[config.mk]
export PLATFORM = sky130hd
export DESIGN_NAME = i2c_register_master
export DESIGN_NICKNAME = d
export VERILOG_FILES = /design/src/rtl/i2c_rm_pkg.sv /design/src/rtl/i2c_rm_csr.sv /design/src/rtl/i2c_rm_step.sv /design/src/rtl/i2c_register_master.sv
export VERILOG_INCLUDE_DIRS = /design/src /design/src/rtl
export SDC_FILE = /design/constraint.sdc
export NUM_CORES = 1
export LEC_CHECK = 0
export BUFFER_PORTS_ARGS = -buffer_cell sky130_fd_sc_hd__clkbuf_2
export CAP_MARGIN = 20
export CORE_MARGIN = 3
export CORE_UTILIZATION = 50
export DETAILED_ROUTE_END_ITERATION = 10
export PLACE_DENSITY = 0.66
export REMOVE_ABC_BUFFERS = 1
export SYNTH_ARGS = -nofsm -noshare
export SYNTH_HDL_FRONTEND = slang
export SYNTH_HIERARCHICAL = 1
export SYNTH_SLANG_ARGS = --single-unit
[constraint.sdc]
create_clock -name clock -period 10.8 [get_ports clock]
set_clock_uncertainty 0.2 [all_clocks]
set_input_delay 0.54 -clock clock [delete_from_list [all_inputs] [get_ports clock]]
set_output_delay 0.54 -clock clock [all_outputs]
set_load 0.01 [all_outputs]
[src/rtl/i2c_register_master_macros.svh]
// Assertion macros for the I2C register master.
// Included by the top level; no other dependencies.
`ifndef I2C_REGISTER_MASTER_MACROS_SVH
`define I2C_REGISTER_MASTER_MACROS_SVH
`ifndef SYNTHESIS
// Same-cycle implication.
`define I2C_RM_ASSERT_NOW(label, clk, rst, ante, cons) \
   label: assert property (@(posedge clk) disable iff (rst) (ante) |-> (cons)) \
      else $error("i2c_register_master: same-cycle check failed");
// Next-cycle implication.
`define I2C_RM_ASSERT_NEXT(label, clk, rst, ante, cons) \
   label: assert property (@(posedge clk) disable iff (rst) (ante) |=> (cons)) \
      else $error("i2c_register_master: next-cycle check failed");
`else
`define I2C_RM_ASSERT_NOW(label, clk, rst, ante, cons)
`define I2C_RM_ASSERT_NEXT(label, clk, rst, ante, cons)
`endif
`endif

[src/rtl/i2c_rm_pkg.sv]
// Shared types and constants for the I2C register master.
// No dependencies; used by every module of the block.
package i2c_rm_pkg;

   typedef enum logic [1:0] {
      ACT_TICK  = 2'd0,
      ACT_WRITE = 2'd1,
      ACT_READ  = 2'd2,
      ACT_BYTE  = 2'd3
   } action_type;

   typedef enum logic [3:0] {
      PH_IDLE     = 4'd0,
      PH_ST_SETUP = 4'd1,
      PH_ST_HOLD  = 4'd2,
      PH_RS_LOW   = 4'd3,
      PH_RS_SETUP = 4'd4,
      PH_RS_HOLD  = 4'd5,
      PH_WANT     = 4'd6,
      PH_RX_LOW   = 4'd7,
      PH_RX_HIGH  = 4'd8,
      PH_MA_LOW   = 4'd9,
      PH_MA_HIGH  = 4'd10,
      PH_SP_LOW   = 4'd11,
      PH_SP_HIGH  = 4'd12,
      PH_SP_END   = 4'd13,
      PH_TX       = 4'd14
   } phase_type;

   typedef enum logic [1:0] {
      STEP_LOW   = 2'd0,
      STEP_HIGH  = 2'd1,
      STEP_ALOW  = 2'd2,
      STEP_AHIGH = 2'd3
   } step_type;

   typedef enum logic [1:0] {
      ROLE_ADDRW = 2'd0,
      ROLE_REG   = 2'd1,
      ROLE_ADDRR = 2'd2,
      ROLE_DATA  = 2'd3
   } role_type;

   localparam logic [1:0] CSR_BIT_PHASE   = 2'd0;
   localparam logic [1:0] CSR_START_STOP  = 2'd1;
   localparam logic [1:0] CSR_ACK_TIMEOUT = 2'd2;

   localparam int CSR_WIDTH = 10;

   localparam logic [7:0] BIT_PHASE_RESET   = 8'd2;
   localparam logic [7:0] START_STOP_RESET  = 8'd4;
   localparam logic [9:0] ACK_TIMEOUT_RESET = 10'd250;

   typedef struct packed {
      logic [7:0] bit_phase_ticks;
      logic [7:0] start_stop_ticks;
      logic [9:0] ack_timeout_ticks;
   } cfg_type;

   typedef struct packed {
      logic       sda_in;
      logic [6:0] slave_addr;
      logic [7:0] reg_addr;
      logic [15:0] length;
      logic [7:0] write_byte;
   } req_fields_type;

   typedef struct packed {
      phase_type   phase;
      step_type    step;
      role_type    role;
      logic [9:0]  tick_count;
      logic [2:0]  bit_index;
      logic [7:0]  shift_reg;
      logic [15:0] bytes_left;
      logic [6:0]  held_slave;
      logic [7:0]  held_register;
      logic        is_read;
   } state_type;

   typedef struct packed {
      logic       scl;
      logic       sda_low;
      logic       want_byte;
      logic [7:0] read_data;
      logic       read_valid;
      logic       read_last;
      logic       done_res;
      logic       error;
      logic       busy_res;
   } rsp_fields_type;

endpackage

[src/rtl/i2c_rm_csr.sv]
// Configuration registers of the I2C register master.
// Depends on i2c_rm_pkg.
module i2c_rm_csr (
   input  logic                              clock,
   input  logic                              reset,
   input  logic                              csr_we,
   input  logic [1:0]                        csr_index,
   input  logic [i2c_rm_pkg::CSR_WIDTH-1:0]  csr_wdata,
   output i2c_rm_pkg::cfg_type               cfg
);

   i2c_rm_pkg::cfg_type cfg_ff, cfg_in;

   always_comb begin
      cfg_in = cfg_ff;
      if (csr_we) begin
         unique case (csr_index)
            i2c_rm_pkg::CSR_BIT_PHASE:   cfg_in.bit_phase_ticks   = csr_wdata[7:0];
            i2c_rm_pkg::CSR_START_STOP:  cfg_in.start_stop_ticks  = csr_wdata[7:0];
            i2c_rm_pkg::CSR_ACK_TIMEOUT: cfg_in.ack_timeout_ticks = csr_wdata[9:0];
            default: cfg_in = cfg_ff;
         endcase
      end
   end

   always_ff @(posedge clock) begin
      if (reset) begin
         cfg_ff.bit_phase_ticks   <= i2c_rm_pkg::BIT_PHASE_RESET;
         cfg_ff.start_stop_ticks  <= i2c_rm_pkg::START_STOP_RESET;
         cfg_ff.ack_timeout_ticks <= i2c_rm_pkg::ACK_TIMEOUT_RESET;
      end else begin
         cfg_ff <= cfg_in;
      end
   end

   assign cfg = cfg_ff;

endmodule

[src/rtl/i2c_rm_step.sv]
// One bus tick of the I2C register master: next state and line levels.
// Purely combinational; depends on i2c_rm_pkg.
module i2c_rm_step (
   input  i2c_rm_pkg::cfg_type        cfg,
   input  i2c_rm_pkg::state_type      cur,
   input  i2c_rm_pkg::action_type     action,
   input  i2c_rm_pkg::req_fields_type fields,
   output i2c_rm_pkg::state_type      nxt,
   output i2c_rm_pkg::rsp_fields_type rsp
);

   i2c_rm_pkg::state_type eff;
   logic       begin_go;
   logic [9:0] tc_inc;
   logic [9:0] dur;
   logic       expired;

   // A begin from idle takes effect on its own tick.
   always_comb begin
      begin_go = (cur.phase == i2c_rm_pkg::PH_IDLE) &&
                 ((action == i2c_rm_pkg::ACT_WRITE) || (action == i2c_rm_pkg::ACT_READ));
      eff = cur;
      if (begin_go) begin
         eff.held_slave    = fields.slave_addr;
         eff.held_register = fields.reg_addr;
         eff.bytes_left    = fields.length;
         eff.is_read       = (action == i2c_rm_pkg::ACT_READ);
         eff.bit_index     = 3'd0;
         eff.shift_reg     = 8'd0;
         eff.phase         = i2c_rm_pkg::PH_ST_SETUP;
         eff.tick_count    = 10'd0;
      end
   end

   // Duration of the current phase and whether this tick ends it.
   always_comb begin
      tc_inc = eff.tick_count + 10'd1;
      unique case (eff.phase)
         i2c_rm_pkg::PH_ST_SETUP, i2c_rm_pkg::PH_ST_HOLD,
         i2c_rm_pkg::PH_RS_SETUP, i2c_rm_pkg::PH_RS_HOLD,
         i2c_rm_pkg::PH_SP_LOW, i2c_rm_pkg::PH_SP_HIGH,
         i2c_rm_pkg::PH_SP_END:
            dur = {2'b00, cfg.start_stop_ticks};
         i2c_rm_pkg::PH_TX:
            dur = (eff.step == i2c_rm_pkg::STEP_AHIGH) ? cfg.ack_timeout_ticks
                                                         : {2'b00, cfg.bit_phase_ticks};
         default:
            dur = {2'b00, cfg.bit_phase_ticks};
      endcase
      expired = (tc_inc >= dur);
   end

   // Next state.
   always_comb begin
      nxt = eff;
      unique case (eff.phase)
         i2c_rm_pkg::PH_IDLE: begin
            nxt = eff;
         end
         i2c_rm_pkg::PH_TX: begin
            unique case (eff.step)
               i2c_rm_pkg::STEP_LOW, i2c_rm_pkg::STEP_HIGH: begin
                  nxt.tick_count = tc_inc;
                  if (expired) begin
                     nxt.tick_count = 10'd0;
                     if (eff.step == i2c_rm_pkg::STEP_LOW) begin
                        nxt.step = i2c_rm_pkg::STEP_HIGH;
                     end else begin
                        nxt.shift_reg = {eff.shift_reg[6:0], 1'b0};
                        if (eff.bit_index == 3'd7) begin
                           nxt.bit_index = 3'd0;
                           nxt.step      = i2c_rm_pkg::STEP_ALOW;
                        end else begin
                           nxt.bit_index = eff.bit_index + 3'd1;
                           nxt.step      = i2c_rm_pkg::STEP_LOW;
                        end
                     end
                  end
               end
               i2c_rm_pkg::STEP_ALOW: begin
                  nxt.tick_count = tc_inc;
                  if (expired) begin
                     nxt.tick_count = 10'd0;
                     nxt.step       = i2c_rm_pkg::STEP_AHIGH;
                  end
               end
               default: begin
                  // Acknowledge slot with SCL high.
                  if (!fields.sda_in) begin
                     nxt.tick_count = 10'd0;
                     unique case (eff.role)
                        i2c_rm_pkg::ROLE_ADDRW: begin
                           nxt.shift_reg = eff.held_register;
                           nxt.bit_index = 3'd0;
                           nxt.step      = i2c_rm_pkg::STEP_LOW;
                           nxt.role      = i2c_rm_pkg::ROLE_REG;
                        end
                        i2c_rm_pkg::ROLE_REG: begin
                           if (eff.is_read) begin
                              nxt.phase = i2c_rm_pkg::PH_RS_LOW;
                           end else if (eff.bytes_left != 16'd0) begin
                              nxt.phase = i2c_rm_pkg::PH_WANT;
                           end else begin
                              nxt.bit_index = 3'd0;
                              nxt.phase     = i2c_rm_pkg::PH_SP_LOW;
                           end
                        end
                        i2c_rm_pkg::ROLE_ADDRR: begin
                           if (eff.bytes_left != 16'd0) begin
                              nxt.bit_index = 3'd0;
                              nxt.shift_reg = 8'd0;
                              nxt.phase     = i2c_rm_pkg::PH_RX_LOW;
                           end else begin
                              nxt.bit_index = 3'd0;
                              nxt.phase     = i2c_rm_pkg::PH_SP_LOW;
                           end
                        end
                        default: begin
                           if (eff.bytes_left != 16'd0) begin
                              nxt.phase = i2c_rm_pkg::PH_WANT;
                           end else begin
                              nxt.bit_index = 3'd0;
                              nxt.phase     = i2c_rm_pkg::PH_SP_LOW;
                           end
                        end
                     endcase
                  end else begin
                     nxt.tick_count = tc_inc;
                     if (expired) begin
                        nxt.tick_count = 10'd0;
                        nxt.bit_index  = 3'd1;
                        nxt.phase      = i2c_rm_pkg::PH_SP_LOW;
                     end
                  end
               end
            endcase
         end
         i2c_rm_pkg::PH_ST_SETUP, i2c_rm_pkg::PH_RS_LOW, i2c_rm_pkg::PH_RS_SETUP,
         i2c_rm_pkg::PH_RX_LOW, i2c_rm_pkg::PH_MA_LOW, i2c_rm_pkg::PH_SP_LOW,
         i2c_rm_pkg::PH_SP_HIGH: begin
            nxt.tick_count = tc_inc;
            if (expired) begin
               nxt.tick_count = 10'd0;
               unique case (eff.phase)
                  i2c_rm_pkg::PH_ST_SETUP: nxt.phase = i2c_rm_pkg::PH_ST_HOLD;
                  i2c_rm_pkg::PH_RS_LOW:   nxt.phase = i2c_rm_pkg::PH_RS_SETUP;
                  i2c_rm_pkg::PH_RS_SETUP: nxt.phase = i2c_rm_pkg::PH_RS_HOLD;
                  i2c_rm_pkg::PH_RX_LOW:   nxt.phase = i2c_rm_pkg::PH_RX_HIGH;
                  i2c_rm_pkg::PH_MA_LOW:   nxt.phase = i2c_rm_pkg::PH_MA_HIGH;
                  i2c_rm_pkg::PH_SP_LOW:   nxt.phase = i2c_rm_pkg::PH_SP_HIGH;
                  default:                 nxt.phase = i2c_rm_pkg::PH_SP_END;
               endcase
            end
         end
         i2c_rm_pkg::PH_ST_HOLD, i2c_rm_pkg::PH_RS_HOLD: begin
            nxt.tick_count = tc_inc;
            if (expired) begin
               nxt.tick_count = 10'd0;
               nxt.bit_index  = 3'd0;
               nxt.phase      = i2c_rm_pkg::PH_TX;
               nxt.step       = i2c_rm_pkg::STEP_LOW;
               if (eff.phase == i2c_rm_pkg::PH_ST_HOLD) begin
                  nxt.shift_reg = {eff.held_slave, 1'b0};
                  nxt.role      = i2c_rm_pkg::ROLE_ADDRW;
               end else begin
                  nxt.shift_reg = {eff.held_slave, 1'b1};
                  nxt.role      = i2c_rm_pkg::ROLE_ADDRR;
               end
            end
         end
         i2c_rm_pkg::PH_WANT: begin
            if (action == i2c_rm_pkg::ACT_BYTE) begin
               nxt.bytes_left = eff.bytes_left - 16'd1;
               nxt.shift_reg  = fields.write_byte;
               nxt.bit_index  = 3'd0;
               nxt.tick_count = 10'd0;
               nxt.phase      = i2c_rm_pkg::PH_TX;
               nxt.step       = i2c_rm_pkg::STEP_LOW;
               nxt.role       = i2c_rm_pkg::ROLE_DATA;
            end
         end
         i2c_rm_pkg::PH_RX_HIGH: begin
            if (eff.tick_count == 10'd0) begin
               nxt.shift_reg = {eff.shift_reg[6:0], fields.sda_in};
            end
            nxt.tick_count = tc_inc;
            if (expired) begin
               nxt.tick_count = 10'd0;
               if (eff.bit_index == 3'd7) begin
                  nxt.bit_index = 3'd0;
                  nxt.phase     = i2c_rm_pkg::PH_MA_LOW;
               end else begin
                  nxt.bit_index = eff.bit_index + 3'd1;
                  nxt.phase     = i2c_rm_pkg::PH_RX_LOW;
               end
            end
         end
         i2c_rm_pkg::PH_MA_HIGH: begin
            nxt.tick_count = tc_inc;
            if (expired) begin
               nxt.tick_count = 10'd0;
               nxt.bytes_left = eff.bytes_left - 16'd1;
               nxt.bit_index  = 3'd0;
               if (eff.bytes_left != 16'd1) begin
                  nxt.shift_reg = 8'd0;
                  nxt.phase     = i2c_rm_pkg::PH_RX_LOW;
               end else begin
                  nxt.phase     = i2c_rm_pkg::PH_SP_LOW;
               end
            end
         end
         i2c_rm_pkg::PH_SP_END: begin
            nxt.tick_count = tc_inc;
            if (expired) begin
               nxt.tick_count = 10'd0;
               nxt.bit_index  = 3'd0;
               nxt.phase      = i2c_rm_pkg::PH_IDLE;
            end
         end
         default: begin
            nxt.tick_count = 10'd0;
            nxt.phase      = i2c_rm_pkg::PH_IDLE;
         end
      endcase
   end

   // Line levels and status of this tick.
   always_comb begin
      rsp = '0;
      rsp.scl      = 1'b1;
      rsp.busy_res = (eff.phase != i2c_rm_pkg::PH_IDLE);
      unique case (eff.phase)
         i2c_rm_pkg::PH_TX: begin
            unique case (eff.step)
               i2c_rm_pkg::STEP_LOW: begin
                  rsp.scl     = 1'b0;
                  rsp.sda_low = ~eff.shift_reg[7];
               end
               i2c_rm_pkg::STEP_HIGH: rsp.sda_low = ~eff.shift_reg[7];
               i2c_rm_pkg::STEP_ALOW: rsp.scl     = 1'b0;
               default:               rsp.scl     = 1'b1;
            endcase
         end
         i2c_rm_pkg::PH_ST_HOLD, i2c_rm_pkg::PH_RS_HOLD, i2c_rm_pkg::PH_SP_HIGH: begin
            rsp.sda_low = 1'b1;
         end
         i2c_rm_pkg::PH_RS_LOW, i2c_rm_pkg::PH_RX_LOW: begin
            rsp.scl = 1'b0;
         end
         i2c_rm_pkg::PH_WANT: begin
            rsp.scl       = 1'b0;
            rsp.want_byte = 1'b1;
         end
         i2c_rm_pkg::PH_MA_LOW, i2c_rm_pkg::PH_MA_HIGH: begin
            rsp.scl     = (eff.phase == i2c_rm_pkg::PH_MA_HIGH);
            rsp.sda_low = (eff.bytes_left > 16'd1);
            if ((eff.phase == i2c_rm_pkg::PH_MA_LOW) && (eff.tick_count == 10'd0)) begin
               rsp.read_valid = 1'b1;
               rsp.read_data  = eff.shift_reg;
               rsp.read_last  = (eff.bytes_left <= 16'd1);
            end
         end
         i2c_rm_pkg::PH_SP_LOW: begin
            rsp.scl     = 1'b0;
            rsp.sda_low = 1'b1;
         end
         i2c_rm_pkg::PH_SP_END: begin
            if (expired) begin
               rsp.done_res = 1'b1;
               rsp.error    = eff.bit_index[0];
            end
         end
         i2c_rm_pkg::PH_IDLE, i2c_rm_pkg::PH_ST_SETUP, i2c_rm_pkg::PH_RS_SETUP,
         i2c_rm_pkg::PH_RX_HIGH: begin
            rsp.scl = 1'b1;
         end
         default: begin
            rsp.busy_res = 1'b0;
         end
      endcase
   end

endmodule

[src/rtl/i2c_register_master.sv]
// I2C register master, stepped one bus tick per input beat. Each req beat is one timing
// tick: it carries the sampled SDA level and an action (plain tick, begin write, begin
// read, or tick with the next write byte), and yields exactly one rsp beat with the SCL
// and SDA drive levels for that tick and the transaction status. A write sends START,
// address+W, register, the requested data bytes and STOP; a read adds a repeated START
// and address+R and then receives the bytes, ACKing all but the last. A missing ACK
// ends the transaction with one STOP and the error flag set together with done. The
// block takes one beat per clock cycle when the result side keeps up; a beat passes
// through an input register and then a result register, from which its rsp beat is
// offered. The tick logic between those registers is one state update per beat, and
// the state register is written as a beat moves into the result register. Timing
// registers are to be written through the csr port only while no transaction is in
// flight; the block itself does not enforce this. Index 0 is the bit phase length,
// 1 the START/STOP step length and 2 the ACK timeout, all in ticks.
// Depends on i2c_rm_pkg, i2c_rm_csr, i2c_rm_step and i2c_register_master_macros.svh.
`include "i2c_register_master_macros.svh"

module i2c_register_master (
   input  logic                              clock,
   input  logic                              reset,
   // Request beats.
   input  logic                              req_tvalid,
   output logic                              req_tready,
   // tdata from bit 0: sda_in, slave_addr[6:0], reg_addr[7:0], length[15:0],
   // write_byte[7:0].
   input  logic [39:0]                       req_tdata,
   // tuser: action[1:0].
   input  logic [1:0]                        req_tuser,
   // Result beats.
   output logic                              rsp_tvalid,
   input  logic                              rsp_tready,
   // tdata from bit 0: scl, sda_low, want_byte, read_data[7:0], done_res, error,
   // busy_res, two zero bits.
   output logic [15:0]                       rsp_tdata,
   // tuser: read_valid.
   output logic                              rsp_tuser,
   // tlast: read_last.
   output logic                              rsp_tlast,
   // Configuration writes.
   input  logic                              csr_we,
   input  logic [1:0]                        csr_index,
   input  logic [i2c_rm_pkg::CSR_WIDTH-1:0]  csr_wdata
);

   i2c_rm_pkg::cfg_type        cfg;
   i2c_rm_pkg::state_type      state_ff, state_in;
   i2c_rm_pkg::rsp_fields_type step_rsp;
   i2c_rm_pkg::rsp_fields_type rsp_ff;
   i2c_rm_pkg::req_fields_type in_fields;

   logic                       in_valid_ff, in_valid_in;
   logic [1:0]                 in_action_ff;
   logic [39:0]                in_data_ff;
   logic                       rsp_valid_ff, rsp_valid_in;
   logic                       out_free;
   logic                       move;
   logic                       req_accept;

   i2c_rm_csr u_csr (
      .clock     (clock),
      .reset     (reset),
      .csr_we    (csr_we),
      .csr_index (csr_index),
      .csr_wdata (csr_wdata),
      .cfg       (cfg)
   );

   // The result register frees up when it is empty or being taken this cycle; the
   // held beat then moves across and the input register may refill at once.
   assign out_free    = !rsp_valid_ff || rsp_tready;
   assign move        = in_valid_ff && out_free;
   assign req_tready  = !in_valid_ff || move;
   assign req_accept  = req_tvalid && req_tready;
   assign in_valid_in = req_accept || (in_valid_ff && !move);
   assign rsp_valid_in = move || (rsp_valid_ff && !rsp_tready);

   // Unpack the held request beat; field order follows the tdata layout.
   assign in_fields.sda_in     = in_data_ff[0];
   assign in_fields.slave_addr = in_data_ff[7:1];
   assign in_fields.reg_addr   = in_data_ff[15:8];
   assign in_fields.length     = in_data_ff[31:16];
   assign in_fields.write_byte = in_data_ff[39:32];

   i2c_rm_step u_step (
      .cfg    (cfg),
      .cur    (state_ff),
      .action (i2c_rm_pkg::action_type'(in_action_ff)),
      .fields (in_fields),
      .nxt    (state_in),
      .rsp    (step_rsp)
   );

   // Control and sequencer state.
   always_ff @(posedge clock) begin
      if (reset) begin
         in_valid_ff  <= 1'b0;
         rsp_valid_ff <= 1'b0;
         state_ff     <= '{phase: i2c_rm_pkg::PH_IDLE, step: i2c_rm_pkg::STEP_LOW,
                           role: i2c_rm_pkg::ROLE_ADDRW, default: '0};
      end else begin
         in_valid_ff  <= in_valid_in;
         rsp_valid_ff <= rsp_valid_in;
         if (move) begin
            state_ff <= state_in;
         end
      end
   end

   // Payload registers.
   always_ff @(posedge clock) begin
      if (req_accept) begin
         in_action_ff <= req_tuser;
         in_data_ff   <= req_tdata;
      end
      if (move) begin
         rsp_ff <= step_rsp;
      end
   end

   assign rsp_tvalid = rsp_valid_ff;
   assign rsp_tdata  = {2'b00, rsp_ff.busy_res, rsp_ff.error, rsp_ff.done_res,
                        rsp_ff.read_data, rsp_ff.want_byte, rsp_ff.sda_low, rsp_ff.scl};
   assign rsp_tuser  = rsp_ff.read_valid;
   assign rsp_tlast  = rsp_ff.read_last;

   // A held beat must stall the input while the result register is blocked.
   `I2C_RM_ASSERT_NOW(a_stall_blocks_input, clock, reset, in_valid_ff && rsp_valid_ff && !rsp_tready, !req_tready)
   // A beat that leaves the input register is offered on the next cycle.
   `I2C_RM_ASSERT_NEXT(a_move_offers_result, clock, reset, move, rsp_tvalid)
   // Completion belongs to a transaction, and an error comes only with completion.
   `I2C_RM_ASSERT_NOW(a_done_is_busy, clock, reset, rsp_tvalid && (rsp_tdata[11] || rsp_tdata[12]), rsp_tdata[13] && rsp_tdata[11])
   // The last-byte mark only comes with a presented byte.
   `I2C_RM_ASSERT_NOW(a_last_with_data, clock, reset, rsp_tvalid && rsp_tlast, rsp_tuser)

endmodule
* After elaboration in Yosys (flattened, before gate mapping) *
Cells that the tools add are included.

word-level totals
  input port bits = 59
  word-level logic and storage cells = 172
  output and inout bits = 20
  register bits after elaboration = 147

cells by class
  equality and inequality tests = 35
  mux-type cells = 62
  reduce and logical (&&, ||, !) cells = 42
  bitwise logic cells = 1
  add/sub/neg operators = 3
  $lt $le $gt $ge = 3

operator list
  kind                   count
  $pmux W10 S8           1
  $mux W4                15
  $mux W53               1
  $mux W13               4
  $mux W45               1
  $pmux W10 S2           2
  $pmux W8 S5            1
  $mux W37               1
  $mux W8                4
  $pmux W16 S2           1
  $pmux W4 S8            1
  $mux W29               1
  $eq A4 B4 Y1 const B   7
  $pmux W4 S3            2
  $pmux W4 S6            1
  $pmux W11 S2           1
  $mux W21               1
  $mux W10               2
  $pmux W3 S6            1
  $eq A4 B3 Y1 const B   4
  $gt A16 B1 Y1 const B  1
  $le A16 B1 Y1 const B  1
  $mux W2                8
  $ne A16 B1 Y1 const B  1
  other kinds (38)       83

* Longest topological paths before layout *
  depth in word-level cells = 12
  mapped depth = 26
  mapped depth without buffers = 20

* Modules after synthesis *
Netlist, hierarchy kept.

by module, submodules not included
  module               seq. area each (µm²)  times used  cells each  area each (µm²)
  i2c_register_master  3,002.9               1           335         4,640.7
  i2c_rm_step          0.0                   1           599         3,664.8
  i2c_rm_csr           520.5                 1           107         1,094.8

* Least setup slack after synthesis *
Ideal clock, no wire load.

  path type = reg-to-reg
  start point = register in_action_ff[1]
  end point = register state_ff[34] (netlist name)
  setup time = 120 ps
  cell stages (with the launch flop) = 24
  data arrival time = 4,815 ps
  period minus slack after synthesis = 5,135 ps
  data required time = 10,480 ps
  path slack = 5,665 ps
  buffers on the path = 5
  cells stage by stage = edfxtp_1 -> ha_1 -> inv_1 -> nand2_1 -> buf_2 -> buf_2 -> clkbuf_1 -> buf_2 -> nand2_1 -> inv_1 -> ha_1 -> nand3_1 -> xor2_1 -> nor2_1 -> ha_1 -> a2111oi_0 -> nand3_1 -> buf_2 -> a221oi_1 -> a41oi_1 -> a211oi_1 -> o2111ai_1 -> nand2b_1 -> mux2i_1

RTL lines
  item                    line                        text
  start, declared         i2c_register_master.sv:52   logic [1:0] in_action_ff;
  start signal, assigned  i2c_register_master.sv:112  in_action_ff <= req_tuser;
  end signal, assigned    i2c_register_master.sv:98   state_ff <= '{phase: i2c_rm_pkg::PH_IDLE, step: i2c_rm_pkg::STEP_LOW,
  end signal, assigned    i2c_register_master.sv:104  state_ff <= state_in;
  end, declared           i2c_register_master.sv:46   i2c_rm_pkg::state_type state_ff, state_in;

==> results.cfg <==
[yosys]
synth-compound-area-share = 0.149
synthDistinctLibCells = 73
yosys.area_share.simple = 0.239
synth_top_family_by_area = simple AND/OR/NAND/NOR gates
synthAdderAreaFrac = 0.0327
synth_area_leader_cell = dfxtp_1
synth_top_area_frac = 0.190
yosysSeqAreaShare = 0.375
synth_edf_count = 58
yosys-top-cells-area = dfxtp_1 19%, edfxtp_1 19%, mux2i_1 12%, nand2b_1 10%, nand2_1 3.6%
ys_ff_latch = 147
synthArstFlopShare = 0
synth_xor_area_frac = 0.0214
synth_cells = 1041
yosysWarnings = 6
avgSynthCellArea_um2 = 9.03
synth_most_common_cell = nand2b_1
synthesis.area_um2 = 9400
ys.flop_type = dfxtp_1
synth_common_cells = 153 x nand2b_1, 108 x mux2i_1, 89 x dfxtp_1, 89 x nand2_1, 84 x nor2_1
muxShareOfSynthArea = 0.129

[floorplanning]
die_h_um = 143
rows = 49
start_util = 0.516
core_um2 = 18200
die_x_um = 143
io_pins = 79
die_area_um2 = 20500

[clock_network]
cts-buffers-inserted = 17
ctsResizeCount = 0
numClockSinks = 147
clk_latency_ns = 0.43
clock_path_buffers = 2
htree_levels = 4
clk_pin_slew_worst_paths_ns = 0.07
cts_tree = done
post_cts_buffers = 0
hold_buffers = 0
root_buffer = clkbuf_16

[detailed_routing]
drt_wl_total_um = 23200
vias_per_cell = 5.88
drc = 0
ant_nets = 0
post_drt_wl_per_cell_um = 17.6
vias = 7775
drtPass1Iterations = 5
drt_iter0_drc = 654

[cells_and_area]
area_growth_pct = 10.3
finish.utilization = 0.569
diodes = 0
final_nets = 1162
layout.cells.non_filler = 1322
drive_above_1_share = 0.138

[grt]
grt_overflow = 0
grt_max_degree = 93
first_global_vias = 7083
grt_usage = 0.227
antenna_found_initial = 0
grt_pass1_wl_um = 37100

[power_and_ir_drop]
power_frac_clock = 0.403
switching_share = 0.298
total_leakage_power_nw = 3.92
p_comb_frac = 0.169
p_int_w = 0.00101
irDropWorstVdd_mv = 0.129
seqPwrFrac = 0.427
cellPowerDensity_nw_per_um2 = 139
net-switching-power_w = 0.000428

[sta]
finalMaxSlewViolations = 0
slew_headroom = 0.256
fin_tns_setup_ns = 0
max_freq_ghz = 0.151
hold_viol = 0
fin_crit_ns = 6.60
setup_slack_ns = 4.20
worst_slew_pin_slew_ns = 1.11
hold_ws_ns = 0.0827
fin_crit_sh = 0.611
rsz0062_at_grt = false
setup_violations = 0

[setup_path]
crit_start = state_ff[58]
r2r_slack_ns = 4.20
rr_startpoint = state_ff[58]
cp_max_fo = 28
endpoint_kind = flip-flop
r2r_cells = 18
reg2reg_to = state_ff[38]
crit_arrival_ns = 6.69
crit_end = state_ff[38]
start_kind = flip-flop
worstSetupPathType = reg2reg
cp_data_required_time_ns = 10.89

[placement]
dpl.hpwl_um = 15500
place_ws_ns = 3.82
place.gp.congestion = 0.955
placed_cells = 1289
numPortBuffers = 76

[min_path]
hold_class = in2reg

[run]
max_cap_violations = 0

[status]
status = finished, final reports clean
## how the worst min path moves through the flow
stage                endpoint  cells past startpoint     startpoint
6_report       in_data_ff[31]                      1  req_tdata[31]
5_1_grt        in_data_ff[14]                      1  req_tdata[14]
4_1_cts         in_data_ff[0]                      1   req_tdata[0]
3_5_place_dp     state_ff[41]                      2   state_ff[41]
3_3_place_gp      state_ff[3]                      2    state_ff[3]
2_1_floorplan    state_ff[41]                      2   state_ff[41]
## kinds of logic (layout without fill, tap and decap cells)
kind of cell               count (synthesis)  count (layout)
adders and majority gates                 25              25
other                                      1               2
AOI/OAI and AO/OA                        209             209
xor gates and xnor gates                  23              23
muxes                                    120             120
and+or+nand+nor                          425             425
buffers and inverters                     91             142
DFF                                      147             147
## sequential cells by signal (all words and copies together), names as in the netlist
name and count:
rsp_tlast 1, in_data_ff 40, rsp_tvalid 1, state_ff 61
rsp_tdata 14, rsp_tuser 1, u_csr/cfg 26, in_valid_ff 1
in_action_ff 2
## cell type report
class / instances / area (um^2)
Clock buffer: 18 / 450
Fill cell: 1654 / 7840
Inverter: 18 / 67.6
Multi-Input combinational cell: 804 / 5400
Tap cell: 229 / 287
Timing Repair Buffer: 92 / 508
Clock inverter: 14 / 131
Sequential cell: 147 / 3520
## through the flow
step | area, um^2 | total power, W
6_report | 10400 | 0.00144
4_1_cts | 10400 | 0.00145
3_3_place_gp | 9760 | 0.000863
3_5_place_dp | 9770 | 0.000867
2_1_floorplan | 8970 | 0.000787
5_1_grt | 10400 | 0.00150
## routing by layer
layer	GRT usage	wire, um	vias to the layer above
met5	0	0	-
met4	0.0710	435	0
met3	0.0402	1300	28
met2	0.341	10300	228
met1	0.332	11100	3715
li1	-	-	3804
## critical path, cell delays in order, from the launching register on
cell	delay, ns
dfxtp_1	0.31
buf_4	0.29
clkinv_1	0.30
nor2_1	0.31
nand3_1	0.58
nor2_1	0.87
nor2_1	0.29
nand2_1	0.14
nand2_1	0.08
ha_1	0.29
or3b_2	0.43
o2111ai_1	0.17
nand3_1	0.46
nand2_1	0.79
mux2i_1	0.20
a2111oi_0	0.47
a211oi_1	0.10
nand2b_1	0.09
mux2i_1	0.06
## power by group through the flow
| stage | registers [W] | clock network [W] | logic [W] |
|---|---|---|---|
| 2_1_floorplan | 0.000627 | 0 | 0.000160 |
| 3_3_place_gp | 0.000627 | 0 | 0.000236 |
| 3_5_place_dp | 0.000627 | 0 | 0.000240 |
| 4_1_cts | 0.000615 | 0.000591 | 0.000242 |
| 5_1_grt | 0.000617 | 0.000612 | 0.000268 |
| 6_report | 0.000615 | 0.000580 | 0.000244 |
## cell usage in the layout, fill, tap and decap left out, types with 4 or more instances in the layout
master,n
a211o_1,4
a211oi_1,16
a21oi_1,62
a221oi_1,7
a22o_1,20
a22oi_1,5
a31oi_1,7
and2_1,7
and3_1,4
buf_4,16
clkbuf_16,18
clkbuf_2,75
dfxtp_1,89
edfxtp_1,58
ha_1,23
inv_1,17
inv_6,6
mux2_2,12
mux2i_1,108
nand2_1,88
nand2b_1,153
nand3_1,20
nand4_1,5
nor2_1,84
nor3_1,22
nor4_1,11
o2111ai_1,4
o211ai_1,8
o21a_1,5
o21ai_0,38
o31ai_1,5
xnor2_1,8
xor2_1,15
(Power assumes the default switching activity.)
